<file path="config.mk">
export PLATFORM = sky130hd
export DESIGN_NAME = joystick_throttle_deadband_unit_flat
export DESIGN_NICKNAME = d
export VERILOG_FILES = /design/src/sv/jtd_pkg.sv /design/src/sv/jtd_in_if.sv /design/src/sv/jtd_out_if.sv /design/src/sv/jtd_ctrl.sv /design/src/sv/jtd_datapath.sv /design/src/sv/joystick_throttle_deadband_unit.sv /design/src/flat_wrapper.sv
export SDC_FILE = /design/constraint.sdc
export NUM_CORES = 1
export LEC_CHECK = 0
export BUFFER_PORTS_ARGS = -buffer_cell sky130_fd_sc_hd__buf_4
export CAP_MARGIN = 20
export CORE_MARGIN = 2
export CORE_UTILIZATION = 30
export CTS_CLUSTER_SIZE = 20
export DETAILED_ROUTE_END_ITERATION = 6
export GPL_TIMING_DRIVEN = 0
export PLACE_DENSITY = 0.43
export SYNTH_ARGS = -nofsm -noshare
export SYNTH_HDL_FRONTEND = slang
export SYNTH_SLANG_ARGS = --single-unit
</file>
<file path="constraint.sdc">
create_clock -name clk -period 12.91 [get_ports clk]
set_input_delay 1.291 -clock clk [delete_from_list [all_inputs] [get_ports clk]]
set_output_delay 1.291 -clock clk [all_outputs]
set_load 0.05 [all_outputs]
</file>
<file path="src/sv/jtd_pkg.sv">
// Shared types and constants of the joystick throttle deadband unit.
package jtd_pkg;

  localparam int SAMPLE_W   = 12;
  localparam int CENTER_W   = 12;
  localparam int DB_W       = 16;
  localparam int LEVEL_W    = 16;
  localparam int DIR_W      = 2;
  localparam int CFG_IDX_W  = 2;
  localparam int CFG_DATA_W = 16;

  localparam logic [CENTER_W-1:0] CENTER_RESET   = 12'd2048;
  localparam logic [DB_W-1:0]     DEADBAND_RESET = 16'd3277;
  localparam logic [LEVEL_W-1:0]  LEVEL_MAX      = 16'hFFFF;

  // two quotient bits per divider step
  localparam int DIV_STEPS = LEVEL_W / 2;
  localparam int DIV_CNT_W = $clog2(DIV_STEPS);

  typedef enum logic [CFG_IDX_W-1:0] {
    REG_CENTER   = 2'd0,
    REG_DEADBAND = 2'd1
  } cfg_reg_t;

  typedef enum logic [DIR_W-1:0] {
    DIR_NEUTRAL  = 2'd0,
    DIR_FORWARD  = 2'd1,
    DIR_BACKWARD = 2'd2
  } dir_t;

  typedef enum logic [2:0] {
    ST_ACC,
    ST_MUL,
    ST_CHK,
    ST_DIV,
    ST_DONE
  } state_t;

  typedef struct packed {
    logic accept;
    logic mul;
    logic check;
    logic div_step;
    logic load_out;
  } ctl_cmd_t;

  typedef struct packed {
    logic last_sample;
    logic early;
    logic out_free;
  } dp_stat_t;

endpackage

</file>
<file path="src/sv/jtd_in_if.sv">
// Sample channel: valid/ready handshake carrying one raw ADC sample.
interface jtd_in_if;
  logic        valid;
  logic        ready;
  logic [11:0] adc_sample;

  modport source (output valid, output adc_sample, input ready);
  modport sink   (input valid, input adc_sample, output ready);
endinterface

</file>
<file path="src/sv/jtd_out_if.sv">
// Reading channel: valid/ready handshake carrying throttle level and direction.
interface jtd_out_if;
  logic        valid;
  logic        ready;
  logic [15:0] throttle_level;
  logic [1:0]  stick_direction;

  modport source (output valid, output throttle_level, output stick_direction, input ready);
  modport sink   (input valid, input throttle_level, input stick_direction, output ready);
endinterface

</file>
<file path="src/sv/jtd_ctrl.sv">
// Sequencer: sample accumulation, multiply, deadband check, divide, result load.
module jtd_ctrl (
  input  logic              clk,
  input  logic              rst_n,
  input  logic              in_valid,
  output logic              in_ready,
  input  jtd_pkg::dp_stat_t stat,
  output jtd_pkg::ctl_cmd_t cmd
);
  import jtd_pkg::*;

  state_t               state_r, state_nxt;
  logic [DIV_CNT_W-1:0] step_r, step_nxt;

  always_ff @(posedge clk) begin
    if (!rst_n) begin
      state_r <= ST_ACC;
      step_r  <= '0;
    end else begin
      state_r <= state_nxt;
      step_r  <= step_nxt;
    end
  end

  always_comb begin
    state_nxt = state_r;
    step_nxt  = step_r;
    cmd       = '0;
    in_ready  = 1'b0;
    case (state_r)
      ST_ACC: begin
        in_ready   = 1'b1;
        cmd.accept = in_valid;
        if (in_valid && stat.last_sample) state_nxt = ST_MUL;
      end
      ST_MUL: begin
        cmd.mul   = 1'b1;
        state_nxt = ST_CHK;
      end
      ST_CHK: begin
        cmd.check = 1'b1;
        step_nxt  = '0;
        state_nxt = stat.early ? ST_DONE : ST_DIV;
      end
      ST_DIV: begin
        cmd.div_step = 1'b1;
        step_nxt     = step_r + 1'b1;
        if (step_r == DIV_CNT_W'(DIV_STEPS - 1)) state_nxt = ST_DONE;
      end
      ST_DONE: begin
        if (stat.out_free) begin
          cmd.load_out = 1'b1;
          state_nxt    = ST_ACC;
        end
      end
      default: state_nxt = ST_ACC;
    endcase
  end

endmodule

</file>
<file path="src/sv/jtd_datapath.sv">
// Datapath: config registers, sample sum, deviation, deadband test, divider, output register.
module jtd_datapath #(
  parameter int SAMPLES_PER_READING = 10,
  parameter int ADC_BITS            = 12
) (
  input  logic                                clk,
  input  logic                                rst_n,
  input  logic                                cfg_we,
  input  logic [jtd_pkg::CFG_IDX_W-1:0]       cfg_index,
  input  logic [jtd_pkg::CFG_DATA_W-1:0]      cfg_wdata,
  input  logic [jtd_pkg::SAMPLE_W-1:0]        sample,
  input  jtd_pkg::ctl_cmd_t                   cmd,
  output jtd_pkg::dp_stat_t                   stat,
  output logic                                out_valid,
  input  logic                                out_ready,
  output logic [jtd_pkg::LEVEL_W-1:0]         out_level,
  output logic [jtd_pkg::DIR_W-1:0]           out_dir
);
  import jtd_pkg::*;

  localparam int KEEP_BITS = (ADC_BITS < SAMPLE_W) ? ADC_BITS : SAMPLE_W;
  localparam logic [SAMPLE_W-1:0] SAMPLE_MASK = SAMPLE_W'((33'd1 << KEEP_BITS) - 33'd1);
  localparam int SUM_W  = $clog2(SAMPLES_PER_READING * ((1 << CENTER_W) - 1) + 1);
  localparam int CNT_W  = $clog2(SAMPLES_PER_READING + 1);
  localparam int PROD_W = DB_W + SUM_W;

  logic [CENTER_W-1:0] center_r;
  logic [DB_W-1:0]     db_r;
  logic [SUM_W-1:0]    sum_r, sum_nxt;
  logic [CNT_W-1:0]    cnt_r;
  logic [SUM_W-1:0]    s_r, c_r, d_r, rem_r, rem_nxt;
  logic [PROD_W-1:0]   prod_r;
  logic                fwd_r;
  logic [LEVEL_W-1:0]  quo_r, quo_nxt;
  dir_t                dir_r, dir_nxt;
  logic                out_valid_r;
  logic [LEVEL_W-1:0]  out_level_r;
  dir_t                out_dir_r;

  // deadband / early decision
  logic               c_zero, in_band, early;
  logic [LEVEL_W-1:0] early_level;
  dir_t               early_dir;

  // divider step (two restoring iterations)
  logic [SUM_W:0] t1, t2;
  logic [SUM_W-1:0] r1;
  logic           b1, b0;

  assign sum_nxt = sum_r + SUM_W'(sample & SAMPLE_MASK);

  always_ff @(posedge clk) begin
    if (!rst_n) begin
      center_r    <= CENTER_RESET;
      db_r        <= DEADBAND_RESET;
      sum_r       <= '0;
      cnt_r       <= '0;
      out_valid_r <= 1'b0;
    end else begin
      if (cfg_we) begin
        case (cfg_reg_t'(cfg_index))
          REG_CENTER:   center_r <= cfg_wdata[CENTER_W-1:0];
          REG_DEADBAND: db_r     <= cfg_wdata[DB_W-1:0];
          default: ;
        endcase
      end
      if (cmd.accept) begin
        if (stat.last_sample) begin
          sum_r <= '0;
          cnt_r <= '0;
        end else begin
          sum_r <= sum_nxt;
          cnt_r <= cnt_r + 1'b1;
        end
      end
      if (cmd.load_out)  out_valid_r <= 1'b1;
      else if (out_ready) out_valid_r <= 1'b0;
    end
  end

  always_comb begin
    c_zero      = (c_r == '0);
    in_band     = {d_r, 16'b0} < prod_r;
    early       = 1'b1;
    early_level = '0;
    early_dir   = DIR_NEUTRAL;
    if (c_zero) begin
      if (s_r != '0) begin
        early_level = LEVEL_MAX;
        early_dir   = DIR_FORWARD;
      end
    end else if (in_band || d_r == '0) begin
      early_level = '0;
    end else if (d_r >= c_r) begin
      // quotient would reach one full scale or more
      early_level = LEVEL_MAX;
      early_dir   = fwd_r ? DIR_FORWARD : DIR_BACKWARD;
    end else begin
      early = 1'b0;
    end
  end

  always_comb begin
    t1 = {rem_r, 1'b0};
    b1 = (t1 >= {1'b0, c_r});
    r1 = b1 ? SUM_W'(t1 - {1'b0, c_r}) : t1[SUM_W-1:0];
    t2 = {r1, 1'b0};
    b0 = (t2 >= {1'b0, c_r});
    rem_nxt = b0 ? SUM_W'(t2 - {1'b0, c_r}) : t2[SUM_W-1:0];
  end

  always_comb begin
    quo_nxt = quo_r;
    dir_nxt = dir_r;
    if (cmd.check) begin
      quo_nxt = early ? early_level : '0;
      dir_nxt = early ? early_dir : (fwd_r ? DIR_FORWARD : DIR_BACKWARD);
    end else if (cmd.div_step) begin
      quo_nxt = {quo_r[LEVEL_W-3:0], b1, b0};
    end
  end

  always_ff @(posedge clk) begin
    if (cmd.accept && stat.last_sample) begin
      s_r <= sum_nxt;
      c_r <= SUM_W'(SAMPLES_PER_READING) * SUM_W'(center_r);
    end
    if (cmd.mul) begin
      prod_r <= PROD_W'(db_r) * PROD_W'(c_r);
      fwd_r  <= s_r > c_r;
      d_r    <= (s_r > c_r) ? (s_r - c_r) : (c_r - s_r);
    end
    if (cmd.check) rem_r <= d_r;
    else if (cmd.div_step) rem_r <= rem_nxt;
    quo_r <= quo_nxt;
    dir_r <= dir_nxt;
    if (cmd.load_out) begin
      out_level_r <= quo_r;
      out_dir_r   <= dir_r;
    end
  end

  assign stat.last_sample = (cnt_r == CNT_W'(SAMPLES_PER_READING - 1));
  assign stat.early       = early;
  assign stat.out_free    = !out_valid_r || out_ready;

  assign out_valid = out_valid_r;
  assign out_level = out_level_r;
  assign out_dir   = out_dir_r;

endmodule

</file>
<file path="src/sv/joystick_throttle_deadband_unit.sv">
// Throttle unit: averages groups of samples and reports deviation past a center deadband.
// Samples are taken one per cycle while no reading is in flight; the last sample of a group
// starts a reading: multiply, deadband check, then straight to the output
// (neutral or saturated) or first through the two-bit-per-cycle restoring divider (8 steps).
// Input is held off only while a reading is in flight; the output register lets it proceed.
// Reset (synchronous, rst_n low) clears sum, count and output valid; center 2048, deadband 3277.
module joystick_throttle_deadband_unit #(
  parameter int SAMPLES_PER_READING = 10,
  parameter int ADC_BITS            = 12
) (
  input  logic                           clk,
  input  logic                           rst_n,
  jtd_in_if.sink                         in_chan,
  jtd_out_if.source                      out_chan,
  input  logic                           cfg_we,
  input  logic [jtd_pkg::CFG_IDX_W-1:0]  cfg_index,
  input  logic [jtd_pkg::CFG_DATA_W-1:0] cfg_wdata
);
  import jtd_pkg::*;

  ctl_cmd_t cmd;
  dp_stat_t stat;

  jtd_ctrl u_ctrl (
    .clk      (clk),
    .rst_n    (rst_n),
    .in_valid (in_chan.valid),
    .in_ready (in_chan.ready),
    .stat     (stat),
    .cmd      (cmd)
  );

  jtd_datapath #(
    .SAMPLES_PER_READING (SAMPLES_PER_READING),
    .ADC_BITS            (ADC_BITS)
  ) u_dp (
    .clk       (clk),
    .rst_n     (rst_n),
    .cfg_we    (cfg_we),
    .cfg_index (cfg_index),
    .cfg_wdata (cfg_wdata),
    .sample    (in_chan.adc_sample),
    .cmd       (cmd),
    .stat      (stat),
    .out_valid (out_chan.valid),
    .out_ready (out_chan.ready),
    .out_level (out_chan.throttle_level),
    .out_dir   (out_chan.stick_direction)
  );

endmodule

</file>
<file path="src/flat_wrapper.sv">
// flat-port wrapper written by rule: the top's interface ports become plain ports
module joystick_throttle_deadband_unit_flat import jtd_pkg::*;
#(
  parameter int SAMPLES_PER_READING = 10,
  parameter int ADC_BITS            = 12
)
  (clk, rst_n, cfg_we, cfg_index, cfg_wdata, in_chan_valid, in_chan_adc_sample, in_chan_ready, out_chan_valid, out_chan_throttle_level, out_chan_stick_direction, out_chan_ready);
  jtd_in_if in_chan_i ();
  jtd_out_if out_chan_i ();
  input  logic clk;
  input  logic rst_n;
  input  logic cfg_we;
  input  logic [jtd_pkg::CFG_IDX_W-1:0] cfg_index;
  input  logic [jtd_pkg::CFG_DATA_W-1:0] cfg_wdata;
  input wire logic [$bits(in_chan_i.valid)-1:0] in_chan_valid;
  input wire logic [$bits(in_chan_i.adc_sample)-1:0] in_chan_adc_sample;
  output wire logic [$bits(in_chan_i.ready)-1:0] in_chan_ready;
  output wire logic [$bits(out_chan_i.valid)-1:0] out_chan_valid;
  output wire logic [$bits(out_chan_i.throttle_level)-1:0] out_chan_throttle_level;
  output wire logic [$bits(out_chan_i.stick_direction)-1:0] out_chan_stick_direction;
  input wire logic [$bits(out_chan_i.ready)-1:0] out_chan_ready;
  assign in_chan_i.valid = in_chan_valid;
  assign in_chan_i.adc_sample = in_chan_adc_sample;
  assign in_chan_ready = in_chan_i.ready;
  assign out_chan_valid = out_chan_i.valid;
  assign out_chan_throttle_level = out_chan_i.throttle_level;
  assign out_chan_stick_direction = out_chan_i.stick_direction;
  assign out_chan_i.ready = out_chan_ready;
  joystick_throttle_deadband_unit #(.SAMPLES_PER_READING(SAMPLES_PER_READING), .ADC_BITS(ADC_BITS)) u_core (.clk(clk), .rst_n(rst_n), .in_chan(in_chan_i), .out_chan(out_chan_i), .cfg_we(cfg_we), .cfg_index(cfg_index), .cfg_wdata(cfg_wdata));
endmodule
</file>
== Yosys cells after proc, flatten, opt, wreduce, memory -nomap -nowiden ==
Cells that the tools add are included.
Word-level totals
  bits in registers: 186
  input port bits: 35
  output and inout bits: 20
  logic and storage cells: 95
Cells by class
  add/subtract/negate cells: 7
  $mul: 2
  $lt $le $gt $ge: 5
  equal/unequal tests: 10
  multiplexer cells: 38
  reduce and logical (&&, ||, !) cells: 16
Operator list (count)
  $mux W16: 13
  $sub A16 B16 Y16: 4
  $ge A17 B16 Y1: 2
  $logic_not A16 Y1: 2
  $lt A32 B32 Y1: 1
  $mul A16 B15 Y31: 1
  $add A16 B12 Y16: 1
  $ge A16 B16 Y1: 1
  $gt A16 B16 Y1: 1
  $reduce_bool A16 Y1: 1
  $mul A3 B12 Y15 const A: 1
  $pmux W3 S5: 1
  $mux W1: 13
  $mux W3: 4
  $mux W2: 5
  $eq A3 B2 Y1 const B: 2
  $eq A3 B3 Y1 const B: 2
  $pmux W3 S2: 1
  $reduce_bool A2 Y1: 3
  $add A4 B1 Y4 const B: 1
  $eq A4 B4 Y1 const B: 1
  $mux W4: 1
  $ne A2 B2 Y1 const B: 2
  $reduce_and A2 Y1: 2
  other kinds (10): 12

== Longest topological paths before layout ==
  depth after elaboration: 6
  mapped depth: 26
  depth with buffers taken out: 23

== Cells and area by module ==
A second synthesis with hierarchy kept.
Unflattened totals
  cells, all modules: 2030
  area total of the unflattened synthesis: 19487.4 um2
Modules (own cells, without submodules)
  jtd_datapath: times used 1, cells an instance 1989, area each 19103.3 um2, sequential area each 4914.7 um2
  jtd_ctrl: times used 1, cells an instance 41, area each 384.1 um2, sequential area each 120.1 um2

== Least setup slack after synthesis ==
Ideal clock, no wire load.
  path kind: register to register
  start point: register u_core.u_dp.c_r[7]
  end point: register u_core.u_dp.prod_r[31], data pin
  library setup time: 0.260 ns
  arrival: 6.122 ns
  required time: 12.650 ns
  path slack: 6.528 ns
  cell stages (with the launch flop): 23
  path buffers: 2
  period minus slack after synthesis: 6.382 ns
  cells stage by stage: edfxtp_1 > clkbuf_1 > clkbuf_1 > nand2_1 > fa_1 > fa_1 > inv_1 > fa_1 > fa_1 > fa_1 > inv_1 > fa_1 > inv_1 > ha_1 > a211oi_1 > nor2_1 > o41ai_1 > a2bb2oi_1 > o31ai_1 > a211o_1 > a31o_2 > a21oi_1 > xnor2_1
Between the ends
  longest elaborated chain between the ends: 1
RTL lines
  start: declaration: RTL line jtd_datapath.sv:31  | logic [SUM_W-1:0] s_r, c_r, d_r, rem_r, rem_nxt;
  start signal: assignment: RTL line jtd_datapath.sv:126  | c_r <= SUM_W'(SAMPLES_PER_READING) * SUM_W'(center_r);
  $mul A16 B15 Y31: RTL line jtd_datapath.sv:129  | prod_r <= PROD_W'(db_r) * PROD_W'(c_r);
  end signal: assignment: RTL line jtd_datapath.sv:129
  end: declaration: RTL line jtd_datapath.sv:32  | logic [PROD_W-1:0] prod_r;
No other way between the ends.
A chain may end at the register's enable or synchronous reset.

== Worst setup path in the final report ==
  start point: register u_core.u_dp.c_r[1]
  end point: register u_core.u_dp.prod_r[31], data pin
The elaborated chain is that of the path after synthesis.

==> run_results.csv <==
group,metric,value,unit
run_status,status,"complete, no violations",
detailed_routing,ant_nets,0,
sta,report.final.slew_viol_count,0,
global_routing,grt_max_degree,38,
logic_synthesis,synth_top_area_cell,"edfxtp_1",
sta,slew_headroom,38.0,%
sta,finalSetupViolCount,0,
setup_path,start_kind,"register",
logic_synthesis,synth_top_area_share,20.4,%
logic_synthesis,ys.flop_type,"edfxtp_1",
logic_synthesis,synth_edf_count,131,
cells_and_area,multi_input_area,12800,um^2
logic_synthesis,syn_area_per_cell,9.45,um^2
sta,fmax,123,MHz
logic_synthesis,syn_area,19200,um^2
cells_and_area,fill_cells,6582,
detailed_routing,avgViaCountPerCell,4.82,
floorplanning,design.die.area,66200,um^2
sta,period_minus_slack,8.10,ns
logic_synthesis,netlist_instances,2037,
global_routing,grt_pass1_wl,86400,um
clocking,htreeDepth,4,
sta,hold_viol,0,
clocking,insertion_delay,0.51,ns
detailed_routing,drc_errors,0,
global_routing,grt_pass1_vias,14800,
setup_path,worstSetupPathType,"register to register",
logic_synthesis,synthTopCellsByArea,"edfxtp_1 (20%), fa_1 (19%), ha_1 (14%)",
global_routing,grt_remaining_overflow,0,
detailed_routing,wirelength,55000,um
place,place.gp.congestion,0.872,
run,cap_violations,0,
detailed_routing,vias,14300,
logic_synthesis,ys_warn_count,0,
power,power.leakage,9.65,nW
cells_and_area,seq_area,5030,um^2
setup_path,path_delay_family,"adder cells",
setup_path,slowest_delay,0.67,ns
sta,hold_slack,0.417,ns
clocking,cts-hold-fix-buffers,0,
floorplanning,dieWidth,257,um
logic_synthesis,syn-num-nets,2477,
detailed_routing,dr.pass1.iters,5,
cells_and_area,area_growth,11.4,%
clocking,cts_tree,"built",
detailed_routing,detail_route.wl_per_cell,18.5,um
clocking,post_cts_resize_count,0,
floorplanning,core-area,63200,um^2
clocking,clock_path_buffers,2,
sta,rsz0062_at_grt,"no",
detailed_routing,drtIter0Drc,851,
setup_path,required,13.19,ns
setup_path,critical_path.most_common_cell,"fa_1",
sta,finalSetupTns,0,ns
clocking,cts_setup_buffers,0,
clocking,cts_made_buffers,17,
setup_path,crit_fanout,10,
power,power_density,115,nW/um^2
cells_and_area,layout.nets,2554,
global_routing,antenna_found_initial,0,
setup_path,worstSetupEndpointType,"register",
floorplanning,start_util,30.4,%
setup_path,cp.buffers_inverters,7,
global_routing,grt_usage,17.1,%
setup_path,worstPathArrival,8.39,ns
setup_path,path_cells,"clkbuf_1, clkbuf_1, and2_1, fa_1, inv_1, fa_1, inv_1, fa_1, fa_1, fa_1, inv_1, fa_1, inv_1, ha_1, clkbuf_1, nand4_1, a21o_1, a21oi_1, o21ai_1, o31ai_1, a211o_1, a31o_2, a21oi_1, xnor2_1",
clocking,cts_sinks,186,
power,vdd_drop_max,110,uV
cells_and_area,final_core_util,33.9,%
clocking,clockRootBuffer,"clkbuf_16",
cells_and_area,drive_gt1_share,6.21,%
logic_synthesis,synth_seq_area_share,26.2,%
logic_synthesis,ys_ff_latch,186,
floorplanning,die_y,257,um
sta,tightest_slew,0.929,ns
sta,period_share,62.8,%
place,portBuffers,54,
worst_hold_path,worstHoldPathType,"register to register",
power,total_power,2.46,mW
logic_synthesis,ys_types,84,
floorplanning,io_pins,55,
logic_synthesis,ys_async_sr_fraction,0,%
floorplanning,row_count,92,
clocking,clk_pin_slew_worst_paths,0.10,ns
setup_path,cp_slowest_cell,"clkbuf_1",
sta,finClkSkew,0.0317,ns
place,dpl.hpwl,44800,um
## synthesized netlist by cell type, types with 26 or more instances
| cell | n |
|---|---|
| nand3_1 | 39 |
| fa_1 | 186 |
| a21o_1 | 26 |
| o21ai_0 | 52 |
| ha_1 | 219 |
| dfxtp_1 | 55 |
| and2_1 | 155 |
| nor3_1 | 26 |
| a21oi_1 | 122 |
| clkbuf_1 | 63 |
| xnor2_1 | 60 |
| edfxtp_1 | 131 |
| inv_1 | 291 |
| xor2_1 | 26 |
| nor2_1 | 82 |
| nand2_1 | 237 |
## sequential cells by signal, summed over array words and instances (netlist names), 15 cells and up
signal,flops
u_core.u_dp.c_r,15
u_core.u_dp.quo_r,16
u_core.u_dp.db_r,16
u_core.u_dp.s_r,16
u_core.u_dp.d_r,16
u_core.u_dp.prod_r,31
u_core.u_dp.rem_r,16
u_core.u_dp.sum_r,16
u_core.u_dp.out_level,16
## power by group
| part | switching (mW) | internal, mW | total, mW |
|---|---|---|---|
| sequential | 0.0106 | 0.698 | 0.708 |
| combinational | 0.664 | 0.487 | 1.15 |
| clock | 0.317 | 0.278 | 0.595 |
| total | 0.992 | 1.46 | 2.46 |
## cell usage in the layout, fill, tap and decap left out, types with 5 or more instances in the layout
cell         n
inv_1      290
nand2b_1    10
o211ai_1     8
o21a_1      16
o31ai_1      6
xnor2_1     60
and2_1     155
a211o_1      7
or3_1        6
mux2i_1     18
o21ai_0     52
ha_1       219
nand3_1     39
dfxtp_1     55
clkbuf_1    63
xor2_1      26
nor4_1      18
nor2_1      81
a21o_1      26
nand2_1    237
fa_1       186
a31oi_1      8
nor2b_1     14
mux2_2       6
nand3b_1     5
clkbuf_16   17
nor3b_1      6
edfxtp_1   131
inv_12       5
buf_4       56
nor3_1      25
a211oi_1    11
nand4_1     13
a22oi_1      7
a21oi_1    122
and3_1      11
o21bai_1    15
## cells by family after synthesis
| group | after synthesis | share of synthesized area, % |
|---|---|---|
| AOI/OAI and AO/OA | 329 | 11.1 |
| xor gates and xnor gates | 86 | 3.91 |
| adders and majority gates | 405 | 33.6 |
| buffers and inverters | 363 | 7.19 |
| DFF | 186 | 26.2 |
| muxes | 24 | 1.29 |
| and+or+nand+nor | 644 | 16.8 |
## final cells by class
type | count | area share, %
multi-input cells | 1488 | 59.9
flip-flops and latches | 186 | 23.5
inverters | 292 | 5.11
well taps | 846 | 4.94
repair buffers | 58 | 2.10
clock buffers | 17 | 1.99
plain buffers | 71 | 1.34
clock inverters | 15 | 1.10
diodes | 1 | 0.0117
## final timing paths
path | end | slack, ns | depth (start not counted) | startpoint
setup / recovery | u_core.u_dp.prod_r[31] | 4.81 | 24 | u_core.u_dp.c_r[1]
setup reg to reg | u_core.u_dp.prod_r[31] | 4.81 | 24 | u_core.u_dp.c_r[1]
hold / removal | u_core.u_dp.out_dir[0] | 0.42 | 0 | u_core.u_dp.dir_r[0]
hold reg to reg | u_core.u_dp.out_dir[0] | 0.42 | 0 | u_core.u_dp.dir_r[0]
## metrics by stage
| stage | std cells | instance area, um^2 | worst slack, ns |
|---|---|---|---|
| floorplan | 2037 | 19200 | 6.53 |
| global placement | 2937 | 20700 | 4.83 |
| detailed placement | 2941 | 20800 | 4.83 |
| CTS | 2973 | 21400 | 4.78 |
| global route | 2973 | 21400 | 4.47 |
| finish | 2974 | 21400 | 4.81 |
## metal layers
layer | up-vias | part of all wire, % | track usage (%)
met1 | 7079 | 48 | 23.6
li1 | 6960 | - | -
met4 | 0 | 2.1 | 4.86
met5 | - | 0 | 0
met3 | 54 | 3.1 | 2.35
met2 | 242 | 46 | 27.9
No activity file was read; power rests on OpenSTA's default activity.
